### config.mk
export PLATFORM = sky130hd
export DESIGN_NAME = core_hotplug_decision
export DESIGN_NICKNAME = d
export VERILOG_FILES = /design/src/design/chd_pkg.sv /design/src/design/core_hotplug_decision.sv
export SDC_FILE = /design/constraint.sdc
export NUM_CORES = 1
export LEC_CHECK = 0
export ABC_AREA = 1
export BUFFER_PORTS_ARGS = -buffer_cell sky130_fd_sc_hd__buf_4
export CORE_MARGIN = 2
export CORE_UTILIZATION = 62
export CTS_BUF_LIST = sky130_fd_sc_hd__clkbuf_4 sky130_fd_sc_hd__clkbuf_8
export CTS_CLUSTER_SIZE = 16
export DETAILED_ROUTE_END_ITERATION = 8
export PLACE_DENSITY = 0.84
export RECOVER_POWER = 50
export SYNTH_ARGS = -nofsm -noshare
export SYNTH_HDL_FRONTEND = slang
export SYNTH_SLANG_ARGS = --single-unit
### constraint.sdc
create_clock -name i_clk -period 7.81 [get_ports i_clk]
set_input_delay 0.781 -clock i_clk [delete_from_list [all_inputs] [get_ports i_clk]]
set_output_delay 0.781 -clock i_clk [all_outputs]
set_load 0.02 [all_outputs]
### src/design/chd_pkg.sv
`timescale 1ns / 1ps

package chd_pkg;

    localparam int NUM_CORES = 4;

    // Register indexes on the configuration port
    localparam logic [2:0] CFG_ENABLE      = 3'd0;
    localparam logic [2:0] CFG_START_DELAY = 3'd1;
    localparam logic [2:0] CFG_MAX_CORES   = 3'd2;
    localparam logic [2:0] CFG_MIN_CORES   = 3'd3;
    localparam logic [2:0] CFG_DEPTH_TABLE = 3'd4;
    localparam logic [2:0] CFG_TIME_TABLE  = 3'd5;

    localparam logic [15:0] START_DELAY_RST = 16'd20000;
    localparam logic [2:0]  MAX_CORES_RST   = 3'd4;
    localparam logic [2:0]  MIN_CORES_RST   = 3'd1;
    // Entry i in bits 8i+7..8i: up/down pairs for 1..4 online cores
    localparam logic [63:0] DEPTH_TABLE_RST = 64'h1400_121E_1018_0E12;
    localparam logic [63:0] TIME_TABLE_RST  = 64'h6400_6446_6446_0046;

    typedef enum logic [1:0] {
        ACT_HOLD     = 2'd0,
        ACT_ADD      = 2'd1,
        ACT_REMOVE   = 2'd2,
        ACT_DISABLED = 2'd3
    } t_action;

    typedef struct packed {
        logic [31:0] now_ms;
        logic [15:0] queue_depth;
        logic [3:0]  online_mask;
        logic [15:0] load_core1;
        logic [15:0] load_core2;
        logic [15:0] load_core3;
    } t_in_item;

    typedef struct packed {
        t_action     action;
        logic [1:0]  remove_core;
    } t_out_item;

endpackage

### src/design/core_hotplug_decision.sv
`timescale 1ns / 1ps

// Core hotplug decision block.
// One input transaction per sample tick carries the timestamp, run-queue depth,
// online-core mask and the loads of cores 1 to 3. Each tick yields exactly one
// output transaction: hold, add a core, remove a core (with the core to drop),
// or disabled.
// Both channels are valid/ready. The decision is computed in the cycle the
// input transaction is accepted and lands in the output register, or in the
// skid register. A new tick can be taken every cycle while input ready is high:
// the accumulator update is a subtract, a saturating add and byte compares. A
// skid register behind the output register keeps input ready high while one
// result waits; input ready drops only when two results are pending, i.e. once
// the receiver stalls while a result waits and another tick is accepted. Ready
// returns the cycle after the receiver takes a result. Configuration writes
// (enable, start delay, core limits, threshold tables) take effect at the next
// tick and must be made by the user while no tick is in flight (unenforced).
// Reset restores the register defaults, clears the time accumulator, marks the
// next processed tick as the first one and empties the output side.
module core_hotplug_decision (
    input  logic              i_clk,
    input  logic              i_rst_n,
    input  logic              i_in_valid,
    output logic              o_in_ready,
    input  chd_pkg::t_in_item i_in_data,
    output logic              o_out_valid,
    input  logic              i_out_ready,
    output chd_pkg::t_out_item o_out_data,
    input  logic              i_cfg_we,
    input  logic [2:0]        i_cfg_index,
    input  logic [63:0]       i_cfg_data
);
    import chd_pkg::*;

    logic        r_enable;
    logic [15:0] r_start_delay;
    logic [2:0]  r_max_cores;
    logic [2:0]  r_min_cores;
    logic [63:0] r_depth_table;
    logic [63:0] r_time_table;

    logic [31:0] r_accum, n_accum;
    logic [31:0] r_prev_time;
    logic        r_first, n_first;
    logic        r_out_valid, r_skid_valid;
    t_out_item   r_out, r_skid, n_result;

    logic        in_acc, out_take;
    logic [2:0]  num_online;
    logic [2:0]  up_idx, dn_idx;
    logic [7:0]  up_depth, dn_depth, up_time, dn_time;
    logic [32:0] sum;
    logic [31:0] delta, acc_cur;
    logic        up_branch;
    logic [16:0] best;
    logic [15:0] loads [1:3];

    assign in_acc      = i_in_valid && o_in_ready;
    assign out_take    = r_out_valid && i_out_ready;
    assign o_in_ready  = !r_skid_valid;
    assign o_out_valid = r_out_valid;
    assign o_out_data  = r_out;

    always_ff @(posedge i_clk) begin
        if (!i_rst_n) begin
            r_enable      <= 1'b1;
            r_start_delay <= START_DELAY_RST;
            r_max_cores   <= MAX_CORES_RST;
            r_min_cores   <= MIN_CORES_RST;
            r_depth_table <= DEPTH_TABLE_RST;
            r_time_table  <= TIME_TABLE_RST;
        end else if (i_cfg_we) begin
            case (i_cfg_index)
                CFG_ENABLE:      r_enable      <= i_cfg_data[0];
                CFG_START_DELAY: r_start_delay <= i_cfg_data[15:0];
                CFG_MAX_CORES:   r_max_cores   <= i_cfg_data[2:0];
                CFG_MIN_CORES:   r_min_cores   <= i_cfg_data[2:0];
                CFG_DEPTH_TABLE: r_depth_table <= i_cfg_data;
                CFG_TIME_TABLE:  r_time_table  <= i_cfg_data;
                default: ;
            endcase
        end
    end

    always_comb begin
        num_online = 3'(i_in_data.online_mask[0]) + 3'(i_in_data.online_mask[1])
                   + 3'(i_in_data.online_mask[2]) + 3'(i_in_data.online_mask[3]);
        up_idx   = {num_online[1:0] - 2'd1, 1'b0};
        dn_idx   = {num_online[1:0] - 2'd1, 1'b1};
        up_depth = r_depth_table[up_idx*8 +: 8];
        dn_depth = r_depth_table[dn_idx*8 +: 8];
        up_time  = r_time_table[up_idx*8 +: 8];
        dn_time  = r_time_table[dn_idx*8 +: 8];

        // Saturating accumulate of the tick-to-tick time
        delta   = i_in_data.now_ms - r_prev_time;
        sum     = {1'b0, r_accum} + {1'b0, delta};
        acc_cur = r_first ? r_accum : (sum[32] ? 32'hFFFF_FFFF : sum[31:0]);

        loads[1] = i_in_data.load_core1;
        loads[2] = i_in_data.load_core2;
        loads[3] = i_in_data.load_core3;

        up_branch = (num_online < 3'(NUM_CORES))
                 && (i_in_data.queue_depth >= {8'd0, up_depth});

        n_accum  = r_accum;
        n_first  = r_first;
        n_result = '{action: ACT_HOLD, remove_core: 2'd0};
        best     = '1;

        if (!r_enable) begin
            n_result.action = ACT_DISABLED;
        end else if (i_in_data.now_ms > {16'd0, r_start_delay}) begin
            n_first = 1'b0;
            n_accum = acc_cur;
            if (num_online == 3'd0) begin
                n_accum = '0;
            end else if (up_branch) begin
                if (acc_cur >= {24'd0, up_time} && num_online < r_max_cores) begin
                    n_result.action = ACT_ADD;
                    n_accum = '0;
                end
            end else if (i_in_data.queue_depth <= {8'd0, dn_depth}) begin
                if (acc_cur >= {24'd0, dn_time} && num_online > 3'd1
                        && num_online > r_min_cores) begin
                    n_result.action = ACT_REMOVE;
                    n_accum = '0;
                end
            end else begin
                n_accum = '0;
            end
            if (n_result.action == ACT_REMOVE) begin
                // Least-loaded online core other than core 0; first lowest wins
                for (int i = 1; i < NUM_CORES; i++) begin
                    if (i_in_data.online_mask[i] && {1'b0, loads[i]} < best) begin
                        best = {1'b0, loads[i]};
                        n_result.remove_core = 2'(i);
                    end
                end
            end
        end
    end

    always_ff @(posedge i_clk) begin
        if (!i_rst_n) begin
            r_accum <= '0;
            r_first <= 1'b1;
        end else if (in_acc) begin
            r_accum <= n_accum;
            r_first <= n_first;
        end
    end

    // Written on every processed tick; read only once written
    always_ff @(posedge i_clk) begin
        if (in_acc && r_enable && i_in_data.now_ms > {16'd0, r_start_delay}) begin
            r_prev_time <= i_in_data.now_ms;
        end
    end

    always_ff @(posedge i_clk) begin
        if (!i_rst_n) begin
            r_out_valid  <= 1'b0;
            r_skid_valid <= 1'b0;
        end else if (r_skid_valid) begin
            if (out_take) begin
                r_out_valid  <= 1'b1;
                r_skid_valid <= 1'b0;
            end
        end else if (!r_out_valid || out_take) begin
            r_out_valid <= in_acc;
        end else if (in_acc) begin
            r_skid_valid <= 1'b1;
        end
    end

    always_ff @(posedge i_clk) begin
        if (r_skid_valid) begin
            if (out_take) begin
                r_out <= r_skid;
            end
        end else if (!r_out_valid || out_take) begin
            if (in_acc) begin
                r_out <= n_result;
            end
        end else if (in_acc) begin
            r_skid <= n_result;
        end
    end

    a_skid_behind_out: assert property (@(posedge i_clk) disable iff (!i_rst_n)
        r_skid_valid |-> r_out_valid)
        else $error("skid holds a transaction while output is empty");

    a_remove_names_core: assert property (@(posedge i_clk) disable iff (!i_rst_n)
        (o_out_valid && o_out_data.action == ACT_REMOVE) |-> o_out_data.remove_core != 2'd0)
        else $error("remove decision names core 0");

    a_no_victim_otherwise: assert property (@(posedge i_clk) disable iff (!i_rst_n)
        (o_out_valid && o_out_data.action != ACT_REMOVE) |-> o_out_data.remove_core == 2'd0)
        else $error("core named without remove decision");

    a_decision_clears: assert property (@(posedge i_clk) disable iff (!i_rst_n)
        (in_acc && (n_result.action == ACT_ADD || n_result.action == ACT_REMOVE))
        |=> r_accum == 32'd0)
        else $error("accumulator kept after decision");

    a_disabled_keeps_state: assert property (@(posedge i_clk) disable iff (!i_rst_n)
        (in_acc && !r_enable) |=> ($stable(r_accum) && $stable(r_first)))
        else $error("state changed while disabled");

endmodule
Yosys cells after proc, flatten, opt, wreduce, memory -nomap -nowiden. Cells that the tools add are included. W data, S select, Z words.

Register bits: 226. Logic and storage cells: 114.

Shifts and indexed selects: 4. Magnitude comparators: 12. Equal/unequal tests: 7. Bitwise logic cells: 2. Add/subtract/negate cells: 6. Reductions and logical operators: 28. Mux-type cells: 40.

Operators by type and width (number): $shiftx A64 B7 Y8 (4); $mux W32 (7); $mux W17 (8); $ge A32 B8 Y1 (2); $lt A16 B17 Y1 (2); $add A32 B32 Y33 (1); $gt A32 B16 Y1 (1); $sub A32 B32 Y32 (1); $mux W2 (11); $mux W4 (5); $lt A16 B17 Y1 const B (1); $ge A16 B8 Y1 (1); $le A16 B8 Y1 (1); $reduce_and A2 Y1 (7); $logic_and A1 B1 Y1 (11); $mux W1 (9); $reduce_and A3 Y1 (3); $eq A3 B2 Y1 const B (2); $eq A3 B3 Y1 const B (2); $logic_not A3 Y1 (2); $reduce_bool A2 Y1 (2); $add A2 B1 Y3 (1); $add A3 B1 Y3 (1); $eq A3 B1 Y1 const B (1); 11 further kinds (13).

Depth between registers and ports, before layout. Gate-level depths: netlist of the first run.

Depth in word-level cells: 33. Mapped depth: 50. Depth with buffers taken out: 48.

Least setup slack after synthesis of the first run. No wires, ideal clock.

Path kind: in2reg. From: input i_in_data[70] (netlist name). To: register r_accum[3]. Slack: 1.860 ns. Stages: 46. Required time: 7.739 ns. Buffers on the path: 2. Setup time: 0.071 ns. Arrival: 5.880 ns. Cell sequence: ha_1 > a21oi_1 > nand2_1 > a21boi_0 > o21ai_0 > a21boi_0 > o21ai_0 > nand2_1 > nand2_1 > a31oi_1 > o21ai_0 > xor2_1 > ha_1 > nand2_1 > inv_2 > nand2_1 > nand2_1 > nand2_1 > (+10 left out) > nand2_1 > nand2_1 > nand2_1 > nand2_1 > nand2_1 > nand2_1 > nand2_1 > nand2_1 > nand2_1 > nand2_1 > nor2_1 > nand2_1 > nand2_1 > nand2_2 > buf_6 > nor2_1 > nand2_1 > a21oi_2.

Longest elaborated chain between the ends: 11. Elaborated cells between the ends (all ways): 16. Those cells by class: add/sub (2); order compare (3); mux (7); reduce/logical (4).

RTL lines: start: declaration (RTL line core_hotplug_decision.sv:25) `input chd_pkg::t_in_item i_in_data,`; $sub A32 B32 Y32 (RTL line core_hotplug_decision.sv:96) `delta = i_in_data.now_ms - r_prev_time;`; $add A32 B32 Y33 (RTL line core_hotplug_decision.sv:97) `sum = {1'b0, r_accum} + {1'b0, delta};`; $mux W32 (2 in series) (RTL line core_hotplug_decision.sv:98) `acc_cur = r_first ? r_accum : (sum[32] ? 32'hFFFF_FFFF : sum[31:0]);`; $ge A32 B8 Y1 (RTL line core_hotplug_decision.sv:125) `if (acc_cur >= {24'd0, dn_time} && num_online > 3'd1`; $logic_and A1 B1 Y1 (RTL line core_hotplug_decision.sv:125); $logic_and A1 B1 Y1 (RTL line core_hotplug_decision.sv:126) `&& num_online > r_min_cores) begin`; $mux W32 (RTL line core_hotplug_decision.sv:125); $mux W32 (RTL line core_hotplug_decision.sv:124) `end else if (i_in_data.queue_depth <= {8'd0, dn_depth}) begin`; $mux W32 (RTL line core_hotplug_decision.sv:119) `end else if (up_branch) begin`; $mux W32 (RTL line core_hotplug_decision.sv:117) `if (num_online == 3'd0) begin`; end signal: assignment (RTL line core_hotplug_decision.sv:150) `r_accum <= n_accum;`; end: declaration (RTL line core_hotplug_decision.sv:42) `logic [31:0] r_accum, n_accum;`.

Several ways; a longest one is shown, not always the timed one. A chain may end at the register's enable or synchronous reset.

Worst setup path after layout of the first run.
From: register r_prev_time[2]. To: register r_accum[1].

Longest elaborated chain between the ends: 11. Elaborated cells between the ends (all ways): 14. Those cells by class: add/sub (2); order compare (2); mux (7); reduce/logical (3).

RTL lines: start: declaration (RTL line core_hotplug_decision.sv:43) `logic [31:0] r_prev_time;`; start signal: assignment (RTL line core_hotplug_decision.sv:158) `r_prev_time <= i_in_data.now_ms;`; $sub A32 B32 Y32 (*) (RTL line core_hotplug_decision.sv:96); $add A32 B32 Y33 (*) (RTL line core_hotplug_decision.sv:97); $mux W32 (*) (2 in series) (RTL line core_hotplug_decision.sv:98); $ge A32 B8 Y1 (RTL line core_hotplug_decision.sv:125); $logic_and A1 B1 Y1 (RTL line core_hotplug_decision.sv:125); $logic_and A1 B1 Y1 (RTL line core_hotplug_decision.sv:126); $mux W32 (RTL line core_hotplug_decision.sv:125); $mux W32 (RTL line core_hotplug_decision.sv:124); $mux W32 (*) (RTL line core_hotplug_decision.sv:119); $mux W32 (*) (RTL line core_hotplug_decision.sv:117).

Every way passes the cells marked *; elsewhere a longest branch is shown, timed or not.

==> results.toml, run 1 <==
[outcome]
status = "finished, violations left"
violations = "max-capacitance violations, max-slew violations"

[placed_design]
place_congestion = 0.9998
placed_area_mm2 = 0.01726
dp_hpwl_um = 38340
io_buffers = 177

[layout]
design_area_mm2 = 0.01795
drive_above_1_share = 0.1053
area_delta_synth_final_pct = 13.74
final_util = 0.7151
final_nets = 2842

[route]
wl_um = 50490
vias = 16540
drcViolationCount = 0
viasPerCell = 5.751
first_pass_iters = 6
drtAntennaViolNets = 0
wl_per_cell_um = 17.56
drt-initial-drc-count = 1668

[worst_setup_path]
start_kind = "flip-flop"
ff2ff_setup_slack_ns = 0.74
timing.rr.start = "r_prev_time[2]"
max_stage_delay_ns = 0.37
worstPathMaxFanout = 32
cp.arrival_ns = 7.53
required_ns = 8.27
r2r-end = "r_accum[1]"
critPathLaunch = "r_prev_time[2]"
crit_slowest_cell = "edfxtp_1"
worst_setup_path_end_kind = "flip-flop"
critPathKind = "reg -> reg"
ff2ff_path_depth = 47
cp_common_cell = "nand2_1"

[timing]
hold_viol = 0
skew_ns = 0.02479
fin_setup_tns_ns = 0
rsz0062_at_grt = "no"
whs_ns = 0.4360
maxSlewViolCount = 156
relSlewSlack = -1.232
period_needed_ns = 7.070
setup_violations = 0
fin_crit_sh = 0.9053
max_slew.worst_pin.slew_ns = 3.348
fmax_mhz = 141.4

[synth]
ys_top_cells_by_count = "nand2_1 (650), nor2_1 (351), inv_1 (260)"
syn_nets = 2697
synth_top_area_share = 0.2359
synth-seq-area-share = 0.3120
netlist_area_mm2 = 0.01579
synth_cells = 2370
synth_area_per_cell_um2 = 6.660
ys_types = 48
synth-main-ff-cell = "dfxtp_1"
yosysMostFrequentCell = "nand2_1"
synth_async_sr_flop_share = 0
ys_seq_elements = 226
synth_area_leaders = "dfxtp_1 (24%), nand2_1 (15%), ha_1 (12%), nor2_1 (8.3%), edfxtp_1 (7.6%)"
synth-edff-count = 40
yosysWarnings = 0
yosys.area.top_type = "dfxtp_1"

[floorplanning]
die_x_um = 163.6
die_area_mm2 = 0.02675
die_h_um = 163.6
top_level_ports = 178
rows = 58
initial_core_util = 0.6287
core_area_mm2 = 0.02511

[cts]
htreeDepth = 2
cts_setup_buffers = 0
cts_tree = "built"
cts_root_buf = "clkbuf_8"
clk_pin_slew_worst_paths_ns = 0.07
clk_latency_ns = 0.56
numCtsBuffers = 40
cts_buffer_depth = 3
cts_sinks = 226

[grt]
antenna_found_initial = 2
grt_max_degree = 91
grtUsageTotal = 0.3731
overflow = 0
grt_pass1_wl_um = 79000
grt_pass1_vias = 15440

[min_path]
hold_end = "r_prev_time[0]"
min_path_type = "in -> reg"
min_path_cells = 1
min_from = "i_in_data[68]"

[pwr]
p_leak_nw = 8.944
p_per_area_mw_per_mm2 = 203.1
ir_drop_uv = 192.7

[job]
drv_cap = 2
sequential cells by signal, indices dropped and copies added, names as in the netlist:
| signal | flops |
|---|---|
| r_start_delay | 16 |
| r_time_table | 64 |
| r_max_cores | 3 |
| r_skid_valid | 1 |
| r_enable | 1 |
| o_out_data | 4 |
| r_accum | 32 |
| r_first | 1 |
| r_depth_table | 64 |
| r_min_cores | 3 |
| r_prev_time | 32 |
| r_skid | 4 |
| o_out_valid | 1 |
stage by stage:
step | setup slack (ns) | cells | total power, W
after floorplan | 1.860 | 2370 | 0.002073
after global routing | 0.04540 | 2876 | 0.003828
final | 0.7398 | 2876 | 0.003646
after global placement | 0.5702 | 2803 | 0.002437
after CTS | 0.6351 | 2875 | 0.003633
after detailed placement | 0.2062 | 2803 | 0.002463
per-layer routing:
metal	vias up	global-route usage	part of all wire
met4	2	0.1918	0.057
met5	-	0	0.00024
li1	8003	-	-
met2	767	0.6281	0.47
met3	157	0.05891	0.076
met1	7611	0.4620	0.40
placed cells by master, fill, tap and decap left out, types with 9 or more instances in the layout:
master / n
a21oi_1: 150
a21oi_2: 10
a32o_1: 29
buf_4: 151
clkbuf_1: 40
clkbuf_4: 11
clkbuf_8: 45
clkinv_1: 9
dfxtp_1: 186
edfxtp_1: 40
ha_1: 151
inv_1: 259
nand2_1: 650
nand3_1: 89
nand4_1: 14
nor2_1: 350
nor3_1: 11
nor4_1: 10
o211ai_1: 9
o21ai_0: 176
o22ai_1: 12
or2_2: 14
xnor2_1: 17
xor2_1: 28
how the worst max path moves through the flow:
stage	endpoint	slack, ns	cells after the start
after floorplan	r_accum[3]	1.86	46
after global placement	r_accum[2]	0.57	47
after detailed placement	r_accum[26]	0.21	47
after CTS	r_accum[1]	0.64	47
after global routing	r_accum[1]	0.05	47
final	r_accum[1]	0.74	47
repair_timing:
action,4_1_cts,5_1_grt
gates resized for setup,0,3
hold buffers,0,0
setup endpoints to repair,0,32
worst max-delay path, delay by kind of cell (launching register included):
family	cells	cell delay [ns]
AOI/OAI and AO/OA	13	2.77
and+or+nand+nor	24	1.89
buffers and inverters	6	0.88
adders and majority gates	3	0.88
DFF	1	0.37
xor gates and xnor gates	1	0.15
layout make-up:
cell class | count | area, um2
Timing Repair Buffer | 191 | 1284
Tap cell | 330 | 412.9
Inverter | 270 | 1016
Sequential cell | 226 | 4925
Fill cell | 2166 | 7154
Multi-Input combinational cell | 1786 | 9474
Clock buffer | 56 | 701.9
Clock inverter | 16 | 138.9
Antenna cell | 1 | 2.502
report_power, final:
group	switching [W]	leakage (nW)	internal [W]
sequential	0.0000230	1.90	0.00124
combinational	0.000777	6.60	0.000430
clock	0.000528	0.441	0.000652
total	0.00133	8.94	0.00232
cells by family (layout without fill, tap and decap cells):
kind of cell / after synthesis / after routing / synth area share
and+or+nand+nor: 1167 / 1167 / 0.2975
AOI/OAI and AO/OA: 419 / 419 / 0.1522
buffers and inverters: 358 / 533 / 0.08909
DFF: 226 / 226 / 0.3120
adders and majority gates: 155 / 155 / 0.1243
xor gates and xnor gates: 45 / 45 / 0.02497
other: 0 / 1 / 0
Power figures use the tool's default switching activity.
==> run 2, diff against run 1 <==
CORE_UTILIZATION = 30   (was 62)
PLACE_DENSITY = not set   (was 0.84)
RECOVER_POWER = 25   (was 50)
==> results.toml, run 2 (synthesis results as in run 1) <==
[cts]
cts_root_buf = "clkbuf_8"
clk_latency_ns = 0.59
cts_tree = "built"
cts_setup_buffers = 0
clk_pin_slew_worst_paths_ns = 0.06
cts_sinks = 226
postCtsResizedCells = 0
cts_hold_buf = 0
cts_buffer_depth = 3
numCtsBuffers = 41
htreeDepth = 2

[timing]
skew_ns = 0.04997
period_needed_ns = 6.972
max_slew.worst_pin.slew_ns = 3.412
setup_violations = 0
fmax_mhz = 143.4
fin_setup_tns_ns = 0
fin_crit_sh = 0.8927
rsz0062_at_grt = "no"
hold_viol = 0
maxSlewViolCount = 156
relSlewSlack = -1.275

[grt]
grt_pass1_wl_um = 82680
overflow = 0
grtUsageTotal = 0.1931
grt_max_degree = 87
antenna_found_initial = 1
grt_pass1_vias = 14940

[worst_setup_path]
timing.rr.start = "r_prev_time[2]"
worstPathMaxFanout = 32
ff2ff_setup_slack_ns = 0.90
critPathKind = "in -> reg"
r2r-end = "r_accum[18]"
required_ns = 8.29
cp.arrival_ns = 7.45
start_kind = "input pin"
crit_slowest_cell = "a21boi_0"
ff2ff_path_depth = 46
cp_common_cell = "nand2_1"
max_stage_delay_ns = 0.46
worst_setup_path_end_kind = "flip-flop"

[floorplanning]
core_area_mm2 = 0.05234
top_level_ports = 178
rows = 84
die_x_um = 233.4
die_h_um = 233.4
initial_core_util = 0.3016
die_area_mm2 = 0.05447

[route]
vias = 15830
drcViolationCount = 0
drtAntennaViolNets = 0
wl_per_cell_um = 16.68
wl_um = 53980
first_pass_iters = 5
drt-initial-drc-count = 1019
viasPerCell = 4.891

[min_path]
hold_end = "r_depth_table[44]"
min_path_cells = 3
min_from = "i_cfg_data[44]"
min_path_type = "in -> reg"

[pwr]
p_leak_nw = 9.001
ir_drop_uv = 111.1
p_per_area_mw_per_mm2 = 203.6

[layout]
final_common_cell = "nand2_1"
top_regs = "r_depth_table: 64 flops, r_time_table: 64 flops"
area_delta_synth_final_pct = 17.30
drive_above_1_share = 0.1087
mostFrequentLayoutCells = "nand2_1 (650), nor2_1 (350), inv_1 (259)"
n_antenna_cell = 0
final_cells = 3237
final_nets = 2844

[placed_design]
place_congestion = 0.8984
dp_hpwl_um = 41280
io_buffers = 177
dp.cells = 3162

[outcome]
violations = "max-capacitance violations, max-slew violations"
status = "finished, violations left"

[job]
drv_cap = 2
## run 2: cell count changes in the layout (fill, tap and decap cells not counted), sizes merged
cell / delta
clkbuf: +5
inv: +1
clkinvlp: -1
buf: +2
clkinv: -5
bufinv: +2
diode: -1
## run 2: metal layers
layer,GRT usage,routed length (um)
met1,0.2531,24100
met2,0.3374,26070
met3,0.02686,2932
met4,0.03718,862
met5,0,12
## run 2: worst max-delay path by stage
stage | cells after the start | from | end
floorplan | 46 | i_in_data[70] | r_accum[3]
global placement | 44 | i_in_data[70] | r_accum[3]
detailed placement | 46 | i_in_data[70] | r_accum[11]
CTS | 46 | r_prev_time[2] | r_accum[3]
global route | 45 | i_in_data[72] | r_accum[15]
finish | 45 | i_in_data[72] | r_accum[18]
## run 2: area by class of cell
cell class                 instances  area, um2
clock buffer                      62      747.0
clock inverter                    13      187.7
fill                            5685      33820
inverter                         270       1016
multi-input combinational       1786       9469
sequential                       226       4925
tap                              688      860.8
timing repair buffer             192       1311
## run 2: critical path: cells and delay by family
kind / cells / cell delay, ns
AOI/OAI and AO/OA: 12 / 2.91
xor gates and xnor gates: 1 / 0.17
and+or+nand+nor: 25 / 1.88
buffers and inverters: 4 / 0.65
adders and majority gates: 3 / 0.99
## run 2: power by group
group	internal, W	switching (W)
Sequential	0.00124	0.0000215
Clock	0.000753	0.000546
Combinational	0.000426	0.000790
Total	0.00241	0.00136
## run 2: metrics by stage
step / utilization / power [W] / hold WS [ns] / setup slack (ns) / instance area, um2
2_1_floorplan: - / 0.002073 / 0.4287 / 1.860 / 15790
3_3_place_gp: 0.3386 / 0.002491 / 0.4386 / 0.6884 / 17720
3_5_place_dp: 0.3386 / 0.002503 / 0.4427 / 0.4209 / 17720
4_1_cts: 0.3565 / 0.003809 / 0.3575 / 0.9930 / 18660
5_1_grt: 0.3538 / 0.003999 / 0.4078 / 0.1024 / 18520
6_report: 0.3538 / 0.003770 / 0.4264 / 0.8379 / 18520
==> run 3, diff against run 2 <==
ABC_AREA = not set   (was 1)
==> results.toml, run 3 <==
[cts]
cts_buffer_depth = 3
htreeDepth = 2
cts_root_buf = "clkbuf_8"
clk_latency_ns = 0.62
cts_hold_buf = 0
cts_sinks = 226
numCtsBuffers = 42
clk_pin_slew_worst_paths_ns = 0.06
cts_tree = "built"

[route]
wl_per_cell_um = 18.14
wl_um = 51220
drtAntennaViolNets = 0
viasPerCell = 5.207
drcViolationCount = 0
drt-initial-drc-count = 1045
first_pass_iters = 7
vias = 14710

[grt]
overflow = 0
grt_pass1_wl_um = 79660
antenna_found_initial = 2
grt_max_degree = 107
grt_pass1_vias = 14440
grtUsageTotal = 0.1868

[synth]
ys_types = 88
synth-main-ff-cell = "dfxtp_1"
synth_cells = 1886
syn_nets = 2213
synth_area_per_cell_um2 = 8.323
synth_area_leaders = "dfxtp_1 (24%), ha_1 (12%), nand2_1 (9.5%), edfxtp_1 (7.7%), a21boi_0 (5.3%)"
synth-edff-count = 40
ys_seq_elements = 226
yosys.area.top_type = "dfxtp_1"
yosysWarnings = 0
synth_async_sr_flop_share = 0
netlist_area_mm2 = 0.01570
synth-seq-area-share = 0.3137
yosysMostFrequentCell = "nand2_1"
synth_top_area_share = 0.2372
ys_top_cells_by_count = "nand2_1 (398), dfxtp_1 (186), ha_1 (152)"

[floorplanning]
rows = 83
top_level_ports = 178
die_h_um = 232.7
core_area_mm2 = 0.05151
initial_core_util = 0.3048
die_x_um = 232.7
die_area_mm2 = 0.05417

[layout]
final_common_cell = "nand2_1"
final_util = 0.3720
design_area_mm2 = 0.01916
area_delta_synth_final_pct = 22.06
top_regs = "r_depth_table: 64 flops, r_time_table: 64 flops"
drive_above_1_share = 0.1856
final_nets = 2439
mostFrequentLayoutCells = "nand2_1 (397), buf_4 (236), dfxtp_1 (186)"
n_antenna_cell = 0
final_cells = 2824

[timing]
fin_crit_sh = 0.9599
hold_viol = 0
setup_violations = 0
layout_setup_ws_ns = 0.3135
maxSlewViolCount = 130
period_needed_ns = 7.497
fin_setup_tns_ns = 0
fmax_mhz = 133.4
relSlewSlack = -1.093
max_slew.worst_pin.slew_ns = 3.140
skew_ns = 0.03433

[worst_setup_path]
critPathKind = "in -> reg"
timing.rr.start = "r_prev_time[0]"
cp_common_cell = "buf_4"
worst_setup_path_end_kind = "flip-flop"
critPathLaunch = "i_in_data[68]"
crit_slowest_cell = "a2111oi_0"
required_ns = 8.28
ff2ff_setup_slack_ns = 0.33
start_kind = "input pin"
worstPathMaxFanout = 10
max_stage_delay_ns = 0.92
cp.arrival_ns = 7.96

[outcome]
violations = "max-capacitance violations, max-slew violations"
status = "finished, violations left"

[placed_design]
place_congestion = 0.9069
dp_hpwl_um = 38870
io_buffers = 177
pre_cts_slack_ns = -0.5057
placed_area_mm2 = 0.01824
dp.cells = 2746

[pwr]
ir_drop_uv = 133.2
p_per_area_mw_per_mm2 = 188.6
p_leak_nw = 8.033

[job]
drv_cap = 2

[min_path]
min_from = "i_cfg_data[60]"
min_path_type = "in -> reg"
[run 3: changes by cell type after synthesis, moves of 14 or more]
cell,delta
a32o_1,-28
nor2b_1,+32
a21oi_1,-60
o21a_1,+14
o211ai_1,+25
nor2_1,-276
a21o_1,+41
a21boi_0,+106
mux4_2,+32
nand3_1,-33
o21ai_0,-102
inv_1,-139
o2111ai_1,+17
nand2_1,-252
[run 3: repair_timing]
item	in CTS	in global routing
setup buffers	0	1
resized for setup	0	18
endpoints found under the setup margin	0	34
[run 3: power breakdown]
part	switching [W]	internal, W	total, W	leakage [nW]
sequential	0.0000176	0.00123	0.00124	1.90
combinational	0.000603	0.000475	0.00108	5.64
clock	0.000562	0.000730	0.00129	0.501
[run 3: path summary, 6_finish.rpt]
path                                           to  depth (start not counted)
worst max-delay path                o_out_data[1]                         34
worst min-delay path            r_depth_table[60]                          3
worst max register to register      o_out_data[1]                         34
worst min register to register  r_depth_table[10]                          2
[run 3: final cells by class]
class,count,area [um2]
fill,5437,32350
multi-input combinational,1445,10010
sequential,226,4925
timing repair buffer,274,1972
tap,680,850.8
clock buffer,63,798.3
inverter,123,461.7
clock inverter,13,143.9
[run 3: stage by stage]
stage | hold slack, ns | power [W]
after CTS | 0.3183 | 0.003654
after floorplan | 0.4351 | 0.001954
final | 0.3970 | 0.003614
after global placement | 0.4440 | 0.002324
after global routing | 0.3656 | 0.003826
after detailed placement | 0.4525 | 0.002341
[run 3: critical path, delay by kind of cell]
kind,cells,cell delay (ns)
AO/OA/AOI/OAI,13,3.59
buffers and inverters,10,1.41
adder cells (fa/ha/maj),4,1.14
AND/OR/NAND/NOR,5,0.64
multiplexers,1,0.30
XOR/XNOR,1,0.07
[run 3: logic make-up (layout without fill, tap and decap cells)]
logic type               after synthesis  in the layout  synth area share
AND/OR/NAND/NOR                      680            680            0.1949
flip-flops                           226            226            0.3137
multiplexers                          41             41           0.05181
buffers and inverters                215            473           0.05420
XOR/XNOR                              44             44           0.02455
AO/OA/AOI/OAI                        525            525            0.2359
adder cells (fa/ha/maj)              155            155            0.1250
[run 3: routing by layer]
layer | wire, um | GRT usage | part of all wire | vias up
met5 | 33 | 0 | 0.00064 | -
met4 | 1610 | 0.06608 | 0.031 | 4
met3 | 2347 | 0.03174 | 0.046 | 76
met2 | 24800 | 0.3196 | 0.48 | 345
met1 | 22430 | 0.2358 | 0.44 | 7058
li1 | - | - | - | 7222
